### src/rtl/sorted_key_table_unit_macros.svh
// ----------------------------------------------------------------------------
// Assertion macros for the sorted key table
// Shared concurrent checks, clocked and held off during reset.
// ----------------------------------------------------------------------------
`ifndef SORTED_KEY_TABLE_UNIT_MACROS_SVH
`define SORTED_KEY_TABLE_UNIT_MACROS_SVH

// Whenever the condition holds, the consequence holds in the same cycle.
`define SKT_ASSERT_IMPLY(label, clk, rst, cond, cons) \
   label: assert property (@(posedge clk) disable iff (rst) (cond) |-> (cons)) \
      else $error("sorted key table check failed");

// Whenever the condition holds, the consequence holds in the next cycle.
`define SKT_ASSERT_NEXT(label, clk, rst, cond, cons) \
   label: assert property (@(posedge clk) disable iff (rst) (cond) |=> (cons)) \
      else $error("sorted key table check failed");

`endif

### src/rtl/skt_pkg.sv
// ----------------------------------------------------------------------------
// Sorted key table package
// Sizes, codes and shared types of the sorted key table.
// ----------------------------------------------------------------------------
package skt_pkg;

   localparam int DEPTH            = 64;
   localparam int KEY_BITS         = 20;
   localparam int IDX_BITS         = $clog2(DEPTH);
   localparam int COUNT_BITS       = $clog2(DEPTH + 1);
   localparam int OPCODE_BITS      = 2;
   localparam int LEVEL_BITS       = 2;
   localparam int RESULT_BITS      = 2;
   localparam int POS_BITS         = 6;
   localparam int ENTRY_COUNT_BITS = 7;

   localparam logic [LEVEL_BITS-1:0] LEVEL_MAX  = 2'd2;
   localparam logic [LEVEL_BITS-1:0] STATUS_OPEN = 2'd0;

   typedef enum logic [OPCODE_BITS-1:0] {
      OP_INSERT,
      OP_LOOKUP,
      OP_UPDATE,
      OP_DELETE
   } opcode_type;

   typedef enum logic [RESULT_BITS-1:0] {
      RC_DONE,
      RC_NOT_FOUND,
      RC_DUPLICATE,
      RC_FULL
   } result_type;

   typedef enum logic {
      ST_IDLE,
      ST_APPLY
   } state_type;

   typedef enum logic [1:0] {
      CMD_HOLD,
      CMD_INSERT,
      CMD_DELETE,
      CMD_UPDATE
   } cell_cmd_type;

   typedef struct packed {
      logic                  valid;
      logic [KEY_BITS-1:0]   key;
      logic [LEVEL_BITS-1:0] prio;
      logic [LEVEL_BITS-1:0] status;
   } entry_type;

   typedef struct packed {
      logic                sample;
      logic [KEY_BITS-1:0] sample_key;
      cell_cmd_type        cmd;
      entry_type           new_entry;
   } cell_ctrl_type;

   // Code 3 means nothing for a priority or a status; it counts as the top level.
   function automatic logic [LEVEL_BITS-1:0] sat_level(input logic [LEVEL_BITS-1:0] v);
      return (v > LEVEL_MAX) ? LEVEL_MAX : v;
   endfunction

endpackage

### src/rtl/skt_cell.sv
// ----------------------------------------------------------------------------
// Sorted key table cell
// One table slot: compares against the broadcast key and shifts with neighbors.
// ----------------------------------------------------------------------------
module skt_cell (
   input  logic                   clock,
   input  logic                   reset,
   input  skt_pkg::cell_ctrl_type ctrl,
   input  skt_pkg::entry_type     left_entry,
   input  logic                   left_less,
   input  skt_pkg::entry_type     right_entry,
   output skt_pkg::entry_type     entry,
   output logic                   less,
   output logic                   equal
);
   import skt_pkg::*;

   entry_type entry_ff, entry_in;
   logic      less_ff, less_in;
   logic      equal_ff, equal_in;

   always_comb begin
      less_in  = less_ff;
      equal_in = equal_ff;
      if (ctrl.sample) begin
         less_in  = entry_ff.valid && (entry_ff.key < ctrl.sample_key);
         equal_in = entry_ff.valid && (entry_ff.key == ctrl.sample_key);
      end
   end

   // Slots below the search point stay; the rest shift up on insert, down on delete.
   always_comb begin
      entry_in = entry_ff;
      case (ctrl.cmd)
         CMD_INSERT: begin
            if (!less_ff) begin
               entry_in = left_less ? ctrl.new_entry : left_entry;
            end
         end
         CMD_DELETE: begin
            if (!less_ff) begin
               entry_in = right_entry;
            end
         end
         CMD_UPDATE: begin
            if (equal_ff) begin
               entry_in.prio   = ctrl.new_entry.prio;
               entry_in.status = ctrl.new_entry.status;
            end
         end
         default: begin
            entry_in = entry_ff;
         end
      endcase
   end

   always_ff @(posedge clock) begin
      if (reset) begin
         entry_ff <= '0;
         less_ff  <= 1'b0;
         equal_ff <= 1'b0;
      end else begin
         entry_ff <= entry_in;
         less_ff  <= less_in;
         equal_ff <= equal_in;
      end
   end

   assign entry = entry_ff;
   assign less  = less_ff;
   assign equal = equal_ff;

endmodule

### config.mk
export PLATFORM = sky130hd
export DESIGN_NAME = skt_cell
export DESIGN_NICKNAME = d
export VERILOG_FILES = /design/src/rtl/sorted_key_table_unit_macros.svh /design/src/rtl/skt_pkg.sv /design/src/rtl/skt_cell.sv
export SDC_FILE = /design/constraint.sdc
export NUM_CORES = 1
export LEC_CHECK = 0
export BUFFER_PORTS_ARGS = -buffer_cell sky130_fd_sc_hd__buf_2
export CAP_MARGIN = 20
export CORE_AREA = 2 2 71 73
export CTS_BUF_LIST = sky130_fd_sc_hd__clkbuf_4 sky130_fd_sc_hd__clkbuf_8
export CTS_CLUSTER_DIAMETER = 150
export DETAILED_ROUTE_END_ITERATION = 8
export DIE_AREA = 0 0 73 75
export GPL_TIMING_DRIVEN = 0
export PLACE_DENSITY = 0.83
export SLEW_MARGIN = 20
export SYNTH_ARGS = -nofsm -noshare
export SYNTH_HDL_FRONTEND = slang
export SYNTH_SLANG_ARGS = --single-unit
### constraint.sdc
create_clock -name clock -period 2.53 [get_ports clock]
set_clock_uncertainty 0.2 [all_clocks]
set_input_delay 0.3795 -clock clock [delete_from_list [all_inputs] [get_ports clock]]
set_output_delay 0.3795 -clock clock [all_outputs]
set_load 0.02 [all_outputs]
# After elaboration in Yosys (flattened, before gate mapping)
# Cells that the tools add are included.
# Widths: inputs -> output; s select.
[word_totals]
reg_bits = 27
input_bits = 101
out_inout_bits = 27
[op_classes]
order_cmp = 1
n_eq_ne = 7
muxes = 6
n_reduce_logical = 6
[ops]
columns = ["cell", "n"]
rows = [
  ["$mux 25", 3],
  ["$pmux 21 s2", 1],
  ["$eq 20x20->1", 1],
  ["$lt 20x20->1", 1],
  ["$pmux 4 s3", 1],
  ["$ne 2x2->1 const B", 3],
  ["$eq 2x2->1 const B", 2],
  ["$mux 4", 1],
  ["$reduce_and 4->1", 1],
  ["$reduce_and 3->1", 1],
  ["$reduce_bool 3->1", 1],
  ["$eq 2x1->1 const B", 1],
  ["$logic_and 1x1->1", 2],
  ["$reduce_bool 2->1", 1],
]

# Depth between registers and ports, before layout
[logic_depth]
word_depth = 3
ltp_mapped = 8
ltp_nobuf = 7

# Least setup slack after synthesis
# No wires, ideal clock.
[synth_timing]
kind = "register to register"
start = "reg entry_ff, in the netlist entry[14]"
end = "reg less_ff (netlist: less)"
setup_ps = 91
arrival_ps = 1760
path_slack_ps = 479
path_stages_with_launch = 7
cell_sequence = "dfxtp_1 ha_1 and4_1 nor4bb_1 a21boi_1 o41a_1 a311oi_1"
[synth_between]
elab_chain_cells = 2
[synth_lines]
columns = ["element", "line_no", "source"]
rows = [
  ["from (decl)", "skt_cell.sv:18", "entry_type entry_ff, entry_in;"],
  ["from (signal assigned)", "skt_cell.sv:63", "entry_ff <= entry_in;"],
  ["$lt 20x20->1", "skt_cell.sv:26", "less_in = entry_ff.valid && (entry_ff.key < ctrl.sample_key);"],
  ["$logic_and 1x1->1", "skt_cell.sv:26", ""],
  ["to (signal assigned)", "skt_cell.sv:64", "less_ff <= less_in;"],
  ["to (decl)", "skt_cell.sv:19", "logic less_ff, less_in;"],
]
# Every way passes these cells.
# A chain may end at the register's enable or synchronous reset.

# Worst setup path after layout
# Ends and elaborated chain as after synthesis.

==> flow_metrics.py <==
metrics = {
    "run_status": {
        "outcome": "complete, no violations",
    },
    "layout": {
        "n_antenna_cell": 0,
        "fillerInstances": 446,
        "layout-drive-gt1-share_pct": 32.8,
        "stdcell_area_um2": 2750,
        "fin_nets": 531,
        "areaGrowthSynthToFinish_pct": 36.9,
    },
    "synth": {
        "syn-num-nets": 401,
        "ys_seq_area_share_pct": 26.9,
        "synth_edf_count": 0,
        "ys_types": 29,
        "ys.warnings.count": 0,
        "dominantRegCellSynth": "dfxtp_1",
        "netlist_area_um2": 2010,
        "synth_area_leaders": "dfxtp_1 27%, ha_1 14%, nand2_1 12%",
        "yosys.area.top_type": "dfxtp_1",
        "netlist_instances": 277,
        "syn_avg_cell_area_um2": 7.26,
        "yosysTopAreaCellShare_pct": 26.9,
        "synth_seq_cells": 27,
        "async_flop_share_pct": 0,
    },
    "sta": {
        "finalHoldViolations": 0,
        "period_needed_ps": 2120,
        "max-slew-margin-rel_pct": 69.1,
        "slew_viol_final": 0,
        "rsz0062_at_grt": "no",
        "finalSetupViolations": 0,
        "tightest_slew_ps": 462,
        "setup_tns_ps": 0,
        "max_freq_mhz": 471,
        "period_share_pct": 84.0,
    },
    "clock_network": {
        "cts_tree": "done",
        "ctsResizeCount": 0,
        "cts_sinks": 27,
        "cts_root_buf": "clkbuf_8",
        "cts_buffers": 3,
        "clkLatencyLatePin_ps": 260,
        "clockBufferDepth": 2,
        "cts.clk_slew.worst_paths_ps": 90,
        "postCtsHoldBufs": 0,
        "cts_setup_buffers": 0,
        "cts_max_level": 1,
    },
    "floorplan": {
        "die_y_um": 75,
        "dieArea_um2": 5480,
        "core_um2": 4660,
        "num_rows": 25,
        "die_w_um": 73,
        "pin_count": 128,
        "initial_core_util_pct": 43.1,
    },
    "run": {
        "maxCapViolCount": 0,
    },
    "route": {
        "route.detailed.drc": 0,
        "dr.first_iter.drc_count": 66,
        "post_drt_via_cell_ratio": 5.14,
        "drt-total-wl_um": 5870,
        "first_pass_iters": 5,
        "routedWlPerCell_um": 12.8,
        "postRouteAntennaNets": 0,
        "vias": 2363,
    },
    "power_and_ir_drop": {
        "power_leakage_nw": 1.48,
        "ir_worst_vdd_mv": 0.261,
        "powerDensity_nw_per_um2": 404,
    },
    "global_route": {
        "overflow": 0,
        "grt_usage_pct": 20.8,
        "grt_pass1_wl_um": 9120,
        "antenna_found_initial": 0,
        "grt_pass1_vias": 2113,
        "grt_max_degree": 15,
    },
    "worst_setup_path": {
        "required_ps": 2500,
        "worstPathMaxFanout": 3,
        "startpoint": "entry[14]",
        "path_class": "reg2reg",
        "reg2reg_from": "entry[14]",
        "cp.arrival_ps": 2090,
        "startpoint_type": "flip-flop",
        "endpoint_kind": "flip-flop",
    },
    "min_path": {
        "min_from": "ctrl[3]",
        "hold_class": "in2reg",
    },
    "placement": {
        "port_buffers": 125,
        "gp_congestion": 0.848,
        "hpwl_um": 5040,
        "placed_area_um2": 2700,
    },
}
[path summary, 6_finish.rpt]
| kind | end | slack [ps] | cells past startpoint |
|---|---|---|---|
| max | less | 410 | 6 |
| min | entry[3] | 200 | 3 |
| max reg2reg | less | 410 | 6 |
| min reg2reg | entry[18] | 280 | 2 |
[synth_stat cells (2+ instances only)]
| cell type | number |
|---|---|
| a211oi_1 | 3 |
| a21oi_1 | 31 |
| a221oi_1 | 3 |
| a22oi_1 | 3 |
| a311oi_1 | 2 |
| and4_1 | 3 |
| buf_2 | 3 |
| clkbuf_1 | 12 |
| dfxtp_1 | 27 |
| ha_1 | 23 |
| inv_1 | 22 |
| mux2i_1 | 21 |
| nand2_1 | 66 |
| nand2b_1 | 2 |
| nand3_1 | 3 |
| nand4_1 | 3 |
| nor2_1 | 14 |
| nor2b_1 | 3 |
| o21ai_0 | 23 |
[placed cells by master, fill, tap and decap left out, drive strengths merged, types with 2 or more instances in the layout]
| master | Yosys | layout |
|---|---|---|
| mux2i | 21 | 21 |
| a21boi | 2 | 2 |
| ha | 23 | 23 |
| nand2 | 66 | 66 |
| nor2 | 14 | 14 |
| a21oi | 31 | 31 |
| a221oi | 3 | 3 |
| buf | 4 | 129 |
| dfxtp | 27 | 27 |
| inv | 22 | 22 |
| nor2b | 3 | 3 |
| a311oi | 2 | 2 |
| nand3 | 3 | 3 |
| and4 | 3 | 3 |
| nand4 | 3 | 3 |
| o21ai | 23 | 23 |
| clkbuf | 12 | 16 |
| nand2b | 2 | 2 |
| a211oi | 3 | 3 |
| a22oi | 3 | 3 |
[sequential cells by signal (all words and copies together), names as in the netlist]
name,flops
entry,25
equal,1
less,1
[through the flow]
| stage | std cells | setup slack, ps | utilization, % | total power, mW | hold slack [ps] |
|---|---|---|---|---|---|
| global route | 460 | 301 | 59.1 | 1.19 | 207 |
| CTS | 460 | 407 | 59.1 | 1.12 | 190 |
| detailed placement | 456 | 278 | 58.0 | 0.872 | 273 |
| global placement | 456 | 348 | 58.0 | 0.860 | 268 |
| finish | 460 | 406 | 59.1 | 1.11 | 196 |
| floorplan | 277 | 479 | - | 0.711 | 346 |
[routing by layer]
metal  share of wire [%]  GRT usage, %  wire length (µm)  up-vias
met5                   0             0                 0        -
met4                 1.3          5.56                77        0
met3                 5.0          1.74               292        8
met2                  51          37.7              2970       89
met1                  43          26.5              2530     1054
li1                    -             -                 -     1212
[layout make-up]
cell class	count	area [µm²]	area share (%)
Buffer	16	63.8	2.32
Clock buffer	4	48.8	1.77
Inverter	22	82.6	3.00
Multi-Input combinational cell	212	1320	48.1
Sequential cell	27	541	19.6
Tap cell	54	67.6	2.45
Timing Repair Buffer	125	626	22.7
[report_power, final]
part	internal (mW)	switching, mW
clock	0.123	0.127
combinational	0.168	0.210
sequential	0.457	0.0270
total	0.748	0.364
[worst max-delay path: stages, from the launching register on]
cell      delay [ps]
dfxtp_1          400
ha_1             280
and4_1           230
nor4bb_1         150
a21boi_1         130
o41a_1           370
a311oi_1         270
[cell families after synthesis]
group | share of synthesized area, %
AO/OA/AOI/OAI | 20.4
AND/OR/NAND/NOR | 20.7
buffers and inverters | 7.28
multiplexers | 10.5
adder cells (fa/ha/maj) | 14.3
flip-flops | 26.9
Power figures use the tool's default switching activity.
